File: src/rtl/salb_pkg.sv
// Package for the sorted adjacency list builder.
// Holds field widths, operation and status codes, and the controller state type.
// No dependencies.
`default_nettype none

package salb_pkg;

    // Fixed widths of the word fields and the configuration port.
    localparam int ACTION_W    = 2;
    localparam int VERTEX_IN_W = 8;
    localparam int QUERY_W     = 4;
    localparam int STATUS_W    = 3;
    localparam int NEIGHBOR_W  = 4;
    localparam int VCOUNT_W    = 5;
    localparam int CFG_INDEX_W = 1;
    localparam int CFG_DATA_W  = 5;

    // Reset values of the configuration registers.
    localparam logic [VCOUNT_W-1:0] VCOUNT_RESET   = VCOUNT_W'(16);
    localparam logic                DIRECTED_RESET = 1'b1;

    // Operation codes carried by an input word.
    typedef enum logic [ACTION_W-1:0] {
        ACT_ADD   = 2'd0,
        ACT_CLEAR = 2'd1,
        ACT_READ  = 2'd2
    } action_t;

    // Status codes carried by a result word.
    typedef enum logic [STATUS_W-1:0] {
        STS_STORED   = 3'd0,
        STS_IGNORED  = 3'd1,
        STS_OVERFLOW = 3'd2,
        STS_NEIGHBOR = 3'd3,
        STS_EMPTY    = 3'd4,
        STS_CLEARED  = 3'd5
    } status_t;

    // Configuration register indexes.
    typedef enum logic [CFG_INDEX_W-1:0] {
        CFG_VERTEX_COUNT = 1'd0,
        CFG_DIRECTED     = 1'd1
    } cfg_index_t;

    // Controller states.
    typedef enum logic [2:0] {
        S_IDLE,
        S_RD_LEN,
        S_RD_STREAM,
        S_INS_LEN,
        S_INS_SHIFT,
        S_INS_PLACE,
        S_INS_NEXT,
        S_EMIT
    } state_t;

endpackage

`default_nettype wire

File: src/rtl/salb_in_if.sv
// Valid/ready channel interfaces for request and result words.
// Depends on salb_pkg for field widths and the status type.
`default_nettype none

interface salb_in_if import salb_pkg::*; ();
    logic                   valid;
    logic                   ready;
    logic [ACTION_W-1:0]    action;
    logic [VERTEX_IN_W-1:0] edge_source;
    logic [VERTEX_IN_W-1:0] edge_target;
    logic [QUERY_W-1:0]     query_vertex;

    modport source (output valid, action, edge_source, edge_target, query_vertex,
                     input ready);
    modport sink   (input valid, action, edge_source, edge_target, query_vertex,
                     output ready);
endinterface

interface salb_out_if import salb_pkg::*; ();
    logic                  valid;
    logic                  ready;
    status_t               status;
    logic [NEIGHBOR_W-1:0] neighbor;
    logic                  last;

    modport source (output valid, status, neighbor, last, input ready);
    modport sink   (input valid, status, neighbor, last, output ready);
endinterface

`default_nettype wire

File: src/rtl/sorted_adjacency_list_builder_core.sv
// Sorted adjacency list builder: per-vertex neighbor lists kept in ascending order.
// Depends on salb_pkg and the channel interfaces in salb_in_if.sv.
//
// Channel  Dir  Word fields
// in_ch    in   action, edge_source, edge_target, query_vertex
// out_ch   out  status, neighbor, last
// cfg      in   cfg_we, cfg_index, cfg_data (vertex_count, directed)
//
// One word is in work at a time; in_ch.ready is high only in the idle state.
// Add: the list length is read, then per insertion the entries above the new value shift up
// one slot each when the list is not empty, a reverse insertion follows in undirected mode, and
// the result is posted last.
// Read: the list length is read, then one word per neighbor; clear and ignored adds post at once.
// The neighbor memory has a single read port.
// Reset clears lengths at once through per-vertex valid bits; no clearing pass.
// A stalled out_ch holds the controller in place; a finished result waits in the
// output register while the next word can already be accepted.
`default_nettype none

module sorted_adjacency_list_builder_core
    import salb_pkg::*;
#(
    parameter int MAX_VERTICES = 16,
    parameter int MAX_DEGREE   = 16
) (
    input  wire logic                   clk,
    input  wire logic                   rst_n,
    input  wire logic                   cfg_we,
    input  wire logic [CFG_INDEX_W-1:0] cfg_index,
    input  wire logic [CFG_DATA_W-1:0]  cfg_data,
    salb_in_if.sink                     in_ch,
    salb_out_if.source                  out_ch
);

    localparam int VBW   = (MAX_VERTICES > 1) ? $clog2(MAX_VERTICES) : 1;
    localparam int SW    = (MAX_DEGREE > 1) ? $clog2(MAX_DEGREE) : 1;
    localparam int LW    = $clog2(MAX_DEGREE + 1);
    localparam int DEPTH = MAX_VERTICES * (2 ** SW);
    localparam logic [VERTEX_IN_W:0] MAXV_EXT = (VERTEX_IN_W + 1)'(MAX_VERTICES);
    localparam logic [LW-1:0]        FULL_LEN = LW'(MAX_DEGREE);

    // Configuration registers.
    logic [VCOUNT_W-1:0] vertex_count_reg;
    logic                directed_reg;

    // Controller registers.
    state_t              state_reg, state_next;
    logic [VBW-1:0]      v_reg, v_next;
    logic [VBW-1:0]      val_reg, val_next;
    logic                pend2_reg, pend2_next;
    logic                fail_reg, fail_next;
    logic [SW-1:0]       pos_reg, pos_next;
    logic [LW-1:0]       len_reg, len_next;
    logic [SW-1:0]       cnt_reg, cnt_next;
    status_t             status_reg, status_next;
    logic [MAX_VERTICES-1:0] len_valid_reg, len_valid_next;

    // Output register.
    logic                  out_valid_reg, out_valid_next;
    status_t               out_status_reg, out_status_next;
    logic [NEIGHBOR_W-1:0] out_neighbor_reg, out_neighbor_next;
    logic                  out_last_reg, out_last_next;

    // Memories: neighbor entries addressed {vertex, slot}, and list lengths.
    logic [VBW-1:0] nb_mem [0:DEPTH-1];
    logic [LW-1:0]  len_mem [0:MAX_VERTICES-1];
    logic [VBW-1:0] nb_rdata_reg;
    logic [LW-1:0]  len_rdata_reg;

    logic                nb_we, nb_re, len_we, len_re;
    logic [VBW+SW-1:0]   nb_waddr, nb_raddr;
    logic [VBW-1:0]      nb_wdata;
    logic [VBW-1:0]      len_waddr, len_raddr;
    logic [LW-1:0]       len_wdata;

    // Decode helpers.
    logic                 accept;
    logic                 out_free;
    logic                 out_load;
    logic [VERTEX_IN_W:0] eff_count;
    logic                 edge_in_range;
    logic                 query_in_store;
    logic [LW-1:0]        cur_len;
    logic                 ins_done;
    logic                 ins_fail;

    assign in_ch.ready     = (state_reg == S_IDLE);
    assign accept          = in_ch.valid && in_ch.ready;
    assign out_free        = !out_valid_reg || out_ch.ready;
    assign out_ch.valid    = out_valid_reg;
    assign out_ch.status   = out_status_reg;
    assign out_ch.neighbor = out_neighbor_reg;
    assign out_ch.last     = out_last_reg;

    // Effective vertex count and range checks on the incoming word.
    assign eff_count = ({4'd0, vertex_count_reg} > MAXV_EXT) ? MAXV_EXT
                     : {4'd0, vertex_count_reg};
    assign edge_in_range  = ({1'b0, in_ch.edge_source} < eff_count)
                         && ({1'b0, in_ch.edge_target} < eff_count);
    assign query_in_store = ((VERTEX_IN_W + 1)'(in_ch.query_vertex) < MAXV_EXT);

    // Length of the addressed list; an invalid entry reads as empty.
    assign cur_len = len_valid_reg[v_reg] ? len_rdata_reg : '0;

    // Memory write and registered read.
    always_ff @(posedge clk)
    begin
        if (nb_we)
        begin
            nb_mem[nb_waddr] <= nb_wdata;
        end
        if (nb_re)
        begin
            nb_rdata_reg <= nb_mem[nb_raddr];
        end
        if (len_we)
        begin
            len_mem[len_waddr] <= len_wdata;
        end
        if (len_re)
        begin
            len_rdata_reg <= len_mem[len_raddr];
        end
    end

    // Next state.
    always_comb
    begin
        state_next = state_reg;
        unique case (state_reg)
            S_IDLE:
            begin
                if (accept)
                begin
                    case (in_ch.action)
                        ACT_ADD:   state_next = edge_in_range ? S_INS_LEN : S_EMIT;
                        ACT_CLEAR: state_next = S_EMIT;
                        ACT_READ:  state_next = query_in_store ? S_RD_LEN : S_EMIT;
                        default:   state_next = S_IDLE;
                    endcase
                end
            end
            S_RD_LEN:
            begin
                state_next = (cur_len == '0) ? S_EMIT : S_RD_STREAM;
            end
            S_RD_STREAM:
            begin
                if (out_free && (LW'(cnt_reg) + LW'(1) == len_reg))
                begin
                    state_next = S_IDLE;
                end
            end
            S_INS_LEN:
            begin
                if (cur_len >= FULL_LEN || cur_len == '0)
                begin
                    state_next = pend2_reg ? S_INS_NEXT : S_EMIT;
                end
                else
                begin
                    state_next = S_INS_SHIFT;
                end
            end
            S_INS_SHIFT:
            begin
                if (nb_rdata_reg > val_reg)
                begin
                    if (pos_reg == SW'(1))
                    begin
                        state_next = S_INS_PLACE;
                    end
                end
                else
                begin
                    state_next = pend2_reg ? S_INS_NEXT : S_EMIT;
                end
            end
            S_INS_PLACE:
            begin
                state_next = pend2_reg ? S_INS_NEXT : S_EMIT;
            end
            S_INS_NEXT:
            begin
                state_next = S_INS_LEN;
            end
            S_EMIT:
            begin
                if (out_free)
                begin
                    state_next = S_IDLE;
                end
            end
            default:
            begin
                state_next = S_IDLE;
            end
        endcase
    end

    // Datapath, memory strobes and result loading.
    always_comb
    begin
        v_next            = v_reg;
        val_next          = val_reg;
        pend2_next        = pend2_reg;
        fail_next         = fail_reg;
        pos_next          = pos_reg;
        len_next          = len_reg;
        cnt_next          = cnt_reg;
        status_next       = status_reg;
        len_valid_next    = len_valid_reg;
        out_load          = 1'b0;
        out_status_next   = out_status_reg;
        out_neighbor_next = out_neighbor_reg;
        out_last_next     = out_last_reg;
        nb_we             = 1'b0;
        nb_re             = 1'b0;
        nb_waddr          = {v_reg, pos_reg};
        nb_raddr          = {v_reg, pos_reg};
        nb_wdata          = val_reg;
        len_we            = 1'b0;
        len_re            = 1'b0;
        len_waddr         = v_reg;
        len_raddr         = v_reg;
        len_wdata         = cur_len + LW'(1);
        ins_done          = 1'b0;
        ins_fail          = 1'b0;

        unique case (state_reg)
            S_IDLE:
            begin
                if (accept)
                begin
                    case (in_ch.action)
                        ACT_ADD:
                        begin
                            if (edge_in_range)
                            begin
                                v_next     = VBW'(in_ch.edge_source);
                                val_next   = VBW'(in_ch.edge_target);
                                pend2_next = !directed_reg;
                                fail_next  = 1'b0;
                                len_re     = 1'b1;
                                len_raddr  = VBW'(in_ch.edge_source);
                            end
                            else
                            begin
                                status_next = STS_IGNORED;
                            end
                        end
                        ACT_CLEAR:
                        begin
                            len_valid_next = '0;
                            status_next    = STS_CLEARED;
                        end
                        ACT_READ:
                        begin
                            if (query_in_store)
                            begin
                                v_next    = VBW'(in_ch.query_vertex);
                                len_re    = 1'b1;
                                len_raddr = VBW'(in_ch.query_vertex);
                            end
                            else
                            begin
                                status_next = STS_EMPTY;
                            end
                        end
                        default:
                        begin
                        end
                    endcase
                end
            end
            S_RD_LEN:
            begin
                if (cur_len == '0)
                begin
                    status_next = STS_EMPTY;
                end
                else
                begin
                    len_next = cur_len;
                    cnt_next = '0;
                    nb_re    = 1'b1;
                    nb_raddr = {v_reg, {SW{1'b0}}};
                end
            end
            S_RD_STREAM:
            begin
                // Hold the read data while the output is stalled.
                if (out_free)
                begin
                    out_load          = 1'b1;
                    out_status_next   = STS_NEIGHBOR;
                    out_neighbor_next = NEIGHBOR_W'(nb_rdata_reg);
                    out_last_next     = (LW'(cnt_reg) + LW'(1) == len_reg);
                    if (LW'(cnt_reg) + LW'(1) != len_reg)
                    begin
                        cnt_next = cnt_reg + SW'(1);
                        nb_re    = 1'b1;
                        nb_raddr = {v_reg, cnt_reg + SW'(1)};
                    end
                end
            end
            S_INS_LEN:
            begin
                if (cur_len >= FULL_LEN)
                begin
                    ins_fail = 1'b1;
                    ins_done = 1'b1;
                end
                else
                begin
                    len_we                = 1'b1;
                    len_valid_next[v_reg] = 1'b1;
                    if (cur_len == '0)
                    begin
                        nb_we    = 1'b1;
                        nb_waddr = {v_reg, {SW{1'b0}}};
                        ins_done = 1'b1;
                    end
                    else
                    begin
                        pos_next = SW'(cur_len);
                        nb_re    = 1'b1;
                        nb_raddr = {v_reg, SW'(cur_len - LW'(1))};
                    end
                end
            end
            S_INS_SHIFT:
            begin
                // Move the larger entry up one slot, or drop the value in place.
                nb_we = 1'b1;
                if (nb_rdata_reg > val_reg)
                begin
                    nb_wdata = nb_rdata_reg;
                    pos_next = pos_reg - SW'(1);
                    if (pos_reg != SW'(1))
                    begin
                        nb_re    = 1'b1;
                        nb_raddr = {v_reg, pos_reg - SW'(2)};
                    end
                end
                else
                begin
                    ins_done = 1'b1;
                end
            end
            S_INS_PLACE:
            begin
                nb_we    = 1'b1;
                ins_done = 1'b1;
            end
            S_INS_NEXT:
            begin
                // Reverse edge: swap the roles of the two vertices.
                v_next     = val_reg;
                val_next   = v_reg;
                pend2_next = 1'b0;
                len_re     = 1'b1;
                len_raddr  = val_reg;
            end
            S_EMIT:
            begin
                if (out_free)
                begin
                    out_load          = 1'b1;
                    out_status_next   = status_reg;
                    out_neighbor_next = '0;
                    out_last_next     = 1'b1;
                end
            end
            default:
            begin
            end
        endcase

        if (ins_fail)
        begin
            fail_next = 1'b1;
        end
        if (ins_done && !pend2_reg)
        begin
            status_next = (fail_reg || ins_fail) ? STS_OVERFLOW : STS_STORED;
        end

        out_valid_next = out_load ? 1'b1 : (out_ch.ready ? 1'b0 : out_valid_reg);
    end

    // Control registers.
    always_ff @(posedge clk or negedge rst_n)
    begin
        if (!rst_n)
        begin
            state_reg        <= S_IDLE;
            pend2_reg        <= 1'b0;
            len_valid_reg    <= '0;
            out_valid_reg    <= 1'b0;
            vertex_count_reg <= VCOUNT_RESET;
            directed_reg     <= DIRECTED_RESET;
        end
        else
        begin
            state_reg     <= state_next;
            pend2_reg     <= pend2_next;
            len_valid_reg <= len_valid_next;
            out_valid_reg <= out_valid_next;
            if (cfg_we)
            begin
                unique case (cfg_index_t'(cfg_index))
                    CFG_VERTEX_COUNT: vertex_count_reg <= VCOUNT_W'(cfg_data);
                    CFG_DIRECTED:     directed_reg     <= cfg_data[0];
                endcase
            end
        end
    end

    // Payload registers.
    always_ff @(posedge clk)
    begin
        v_reg            <= v_next;
        val_reg          <= val_next;
        fail_reg         <= fail_next;
        pos_reg          <= pos_next;
        len_reg          <= len_next;
        cnt_reg          <= cnt_next;
        status_reg       <= status_next;
        out_status_reg   <= out_status_next;
        out_neighbor_reg <= out_neighbor_next;
        out_last_reg     <= out_last_next;
    end

    // A list length never grows past the list capacity.
    assert property (@(posedge clk) disable iff (!rst_n)
        len_we |-> (len_wdata <= FULL_LEN))
        else $error("list length written beyond capacity");

    // The shift loop always has an entry below the current slot.
    assert property (@(posedge clk) disable iff (!rst_n)
        (state_reg == S_INS_SHIFT) |-> (pos_reg != '0))
        else $error("shift entered at slot zero");

    // No reverse insertion is left pending once the block is idle again.
    assert property (@(posedge clk) disable iff (!rst_n)
        (state_reg == S_IDLE) |-> !pend2_reg)
        else $error("reverse insertion lost");

    // A result is loaded only into a free output register.
    assert property (@(posedge clk) disable iff (!rst_n)
        out_load |-> (!out_valid_reg || out_ch.ready))
        else $error("output register overwritten");

endmodule

`default_nettype wire

File: src/flat_wrapper.sv
// flat-port wrapper written by rule: the top's interface ports become plain ports
module sorted_adjacency_list_builder_core_flat import salb_pkg::*;
#(
    parameter int MAX_VERTICES = 16,
    parameter int MAX_DEGREE   = 16
)
  (clk, rst_n, cfg_we, cfg_index, cfg_data, in_ch_valid, in_ch_action, in_ch_edge_source, in_ch_edge_target, in_ch_query_vertex, in_ch_ready, out_ch_valid, out_ch_status, out_ch_neighbor, out_ch_last, out_ch_ready);
  salb_in_if in_ch_i ();
  salb_out_if out_ch_i ();
  input  wire logic clk;
  input  wire logic rst_n;
  input  wire logic cfg_we;
  input  wire logic [CFG_INDEX_W-1:0] cfg_index;
  input  wire logic [CFG_DATA_W-1:0] cfg_data;
  input wire logic [$bits(in_ch_i.valid)-1:0] in_ch_valid;
  input wire logic [$bits(in_ch_i.action)-1:0] in_ch_action;
  input wire logic [$bits(in_ch_i.edge_source)-1:0] in_ch_edge_source;
  input wire logic [$bits(in_ch_i.edge_target)-1:0] in_ch_edge_target;
  input wire logic [$bits(in_ch_i.query_vertex)-1:0] in_ch_query_vertex;
  output wire logic [$bits(in_ch_i.ready)-1:0] in_ch_ready;
  output wire logic [$bits(out_ch_i.valid)-1:0] out_ch_valid;
  output wire logic [$bits(out_ch_i.status)-1:0] out_ch_status;
  output wire logic [$bits(out_ch_i.neighbor)-1:0] out_ch_neighbor;
  output wire logic [$bits(out_ch_i.last)-1:0] out_ch_last;
  input wire logic [$bits(out_ch_i.ready)-1:0] out_ch_ready;
  assign in_ch_i.valid = in_ch_valid;
  assign in_ch_i.action = in_ch_action;
  assign in_ch_i.edge_source = in_ch_edge_source;
  assign in_ch_i.edge_target = in_ch_edge_target;
  assign in_ch_i.query_vertex = in_ch_query_vertex;
  assign in_ch_ready = in_ch_i.ready;
  assign out_ch_valid = out_ch_i.valid;
  assign out_ch_status = out_ch_i.status;
  assign out_ch_neighbor = out_ch_i.neighbor;
  assign out_ch_last = out_ch_i.last;
  assign out_ch_i.ready = out_ch_ready;
  sorted_adjacency_list_builder_core #(.MAX_VERTICES(MAX_VERTICES), .MAX_DEGREE(MAX_DEGREE)) u_core (.clk(clk), .rst_n(rst_n), .cfg_we(cfg_we), .cfg_index(cfg_index), .cfg_data(cfg_data), .in_ch(in_ch_i), .out_ch(out_ch_i));
endmodule
File: config.mk
export PLATFORM = sky130hd
export DESIGN_NAME = sorted_adjacency_list_builder_core_flat
export DESIGN_NICKNAME = d
export VERILOG_FILES = /design/src/rtl/salb_pkg.sv /design/src/rtl/salb_in_if.sv /design/src/rtl/sorted_adjacency_list_builder_core.sv /design/src/flat_wrapper.sv
export SDC_FILE = /design/constraint.sdc
export NUM_CORES = 2
export LEC_CHECK = 0
export BUFFER_PORTS_ARGS = -buffer_cell sky130_fd_sc_hd__buf_2
export CAP_MARGIN = 20
export CORE_MARGIN = 2
export CORE_UTILIZATION = 33
export DETAILED_ROUTE_END_ITERATION = 10
export SLEW_MARGIN = 5
export SYNTH_ARGS = -nofsm -noshare
export SYNTH_HDL_FRONTEND = slang
export SYNTH_SLANG_ARGS = --single-unit
File: constraint.sdc
create_clock -name clk -period 14.42 [get_ports clk]
set_input_delay 2.163 -clock clk [delete_from_list [all_inputs] [get_ports clk]]
set_output_delay 2.163 -clock clk [all_outputs]
set_load 0.1 [all_outputs]
==> metrics.cfg <==
[die]
fp.dieW_um=390.2
start_util_pct=33.29
die_y_um=390.2
die_area_um2=152300
ios=43
core_area_um2=147800
num_rows=141

[synth]
syn-cell-area_um2=49220
syn-num-nets=4017
synth_area_per_cell_um2=12.42
synthSimpleGateAreaFrac_pct=16.79
seq_area_frac_synth_pct=71.19
ys_async_sr_fraction_pct=2.302
synthFlopType=edfxtp_1
synth-xor-area-share_pct=0.2618
synth.distinct_cells=79
synthMuxAreaShare_pct=2.590
synth_top_family_by_area=simple AND/OR/NAND/NOR gates
synth_compound_area_share_pct=5.920
yosysWarnings=0
synth-edff-count=1141
synth_cells=3964
yosys.area_share.adder_pct=0.5084
ys_ff_latch=1173

[global_route]
overflow=0
grt_usage_pct=17.54
grt_pass1_wl_um=202400
grt_antenna_before_repair=3
grt_pass1_vias=30690
grt_max_degree=211

[timing]
finalCritPeriodShare_pct=55.92
clock_skew_ns=0.04084
rsz0062_at_grt=no
whs_ns=0.4863
slew_violations=0
fmaxAchievable_mhz=124.0
setup_viol=0
finalHoldViolations=0
period_needed_ns=8.063
maxSlewHeadroom_pct=22.41
finalSetupTns_ns=0
worst_slew_pin_slew_ns=1.164

[detailed_routing]
firstDrtPassIters=6
drt_iter0_markers=3850
antenna_left=0
via_count=32237
drc=0
wire_per_inst_um=23.06
routed_via_density=5.426
totalWireLength_um=137000

[setup_path]
crit_path_max_fanout=65
critPathArrivalTime_ns=8.61
worstSetupPathType=reg -> reg
start_kind=register
path_cells=mux4_2, o22ai_2, o22ai_1, nand2_1, ha_1, nor3_1, a22o_1, a31o_2, a21oi_1, nor2b_4, buf_4, buf_4, mux2_2, o22ai_1, o21ai_0, o31ai_1, a2111oi_2, o2bb2ai_1, a211oi_1
cp_slowest_cell=nor2b_4
critPathCaptureType=register
max_stage_delay_ns=0.77
required_ns=14.97

[min_path]
hold_path.class=reg -> reg

[job]
max-cap-violations=0

[layout]
largest_register_ffs=1024
layout_commonest_cell=edfxtp_1
multi_input_area_um2=12970
antenna_cells=0
drive_above_1_share_pct=8.477
fillers=14121
mostFrequentLayoutCells=edfxtp_1, nand2_1, nand3_1
areaGrowthSynthToFinish_pct=12.25
nets=3960
seqCellArea_um2=35040

[clocking]
htree_levels=3
clock_path_buffers=3
path_clk_slew_ns=0.06
cts_inserted_buffers=120
cts_root_buffer=clkbuf_16
cts_tree=yes
cts_resized=0
insertion_delay_ns=0.72
clock-sinks=1173
post_cts_buffers=0
ctsHoldBuffers=0

[outcome]
outcome=completed

[placement]
dp.final_hpwl_um=77840
place.gp.congestion=0.8221
numPortBuffers=42

[per-layer routing]
metal / GRT usage (%) / vias up / part of all wire (%)
met1: 24.53 / 16208 / 43
met5: 0 / - / 0.022
met3: 2.776 / 230 / 8.0
met4: 5.307 / 4 / 3.0
met2: 28.09 / 1372 / 46
li1: - / 14423 / -
[metrics by stage]
stage / util (%) / setup slack [ns] / cells / cell area [um2]
5_1_grt: 37.37 / 5.964 / 5941 / 55250
4_1_cts: 37.35 / 6.487 / 5938 / 55210
2_1_floorplan: - / 0.8204 / 3964 / 49220
6_report: 37.37 / 6.357 / 5941 / 55250
3_5_place_dp: 34.65 / 6.555 / 5712 / 51230
3_3_place_gp: 34.65 / 6.679 / 5711 / 51220
[cell type report]
cell class / count / share of cell area [%]
tap: 1930 / 4.370
clock inverter: 78 / 1.463
multi-input combinational: 2485 / 23.47
timing repair buffer: 101 / 1.361
inverter: 26 / 0.1766
sequential: 1173 / 63.42
clock buffer: 148 / 5.738
[cell usage after synthesis (7+ instances only)]
cell         n  area share (%)
nand3_1    384             3.9
a211oi_1     8            0.12
mux2_2      24            0.55
nand2_1   1042             7.9
nor2_1     329             2.5
or3_1       13            0.17
and3_1      90             1.1
ha_1        20            0.51
nor3_1      33            0.34
nand2b_1     9            0.11
a211o_1      8            0.14
a21oi_1     56            0.57
a221o_1      7            0.14
o22ai_1     14            0.18
buf_4       14            0.21
a31oi_1     59            0.75
clkbuf_1   136             1.0
nand4_1     15            0.19
dfrtp_1     25             1.3
o21ai_0     35            0.36
buf_2      100             1.0
edfxtp_1  1141              70
nor2b_1      8            0.10
buf_1       27            0.21
a221oi_1     9            0.16
mux4_2       9            0.41
inv_1       26            0.20
a311oi_1   123             2.2
mux2i_1     79             1.6
and2_1       8            0.10
xnor2_1      8            0.14
[critical path: cells and delay by family, from the launching register on]
kind	cells	cell delay (ns)
AOI/OAI and AO/OA	11	3.14
adders and majority gates	1	0.37
buffers and inverters	2	1.45
DFF	1	0.63
muxes	2	0.88
and+or+nand+nor	3	1.35
[final timing paths]
check	from	cells after the start	to	slack, ns
max	u_core.len_waddr[0]	19	u_core.nb_rdata_reg[3]	6.36
min	u_core.fail_reg	2	u_core.fail_reg	0.49
max reg2reg	u_core.len_waddr[0]	19	u_core.nb_rdata_reg[3]	6.36
min reg2reg	u_core.fail_reg	2	u_core.fail_reg	0.49
max in group asynchronous	rst_n	1	u_core.state_reg[0]	12.44
min in group asynchronous	rst_n	1	u_core.len_valid_reg[9]	1.51
[kinds of logic after synthesis]
logic type	count (synthesis)
compound gates	388
fa+ha+maj	20
mux	113
xor+xnor	13
buf+inv	306
flops	1173
simple gates	1951
Power is left out: the tool's default activity adds up to more than one toggle a clock period on the data nets, which glitch-free logic cannot reach.
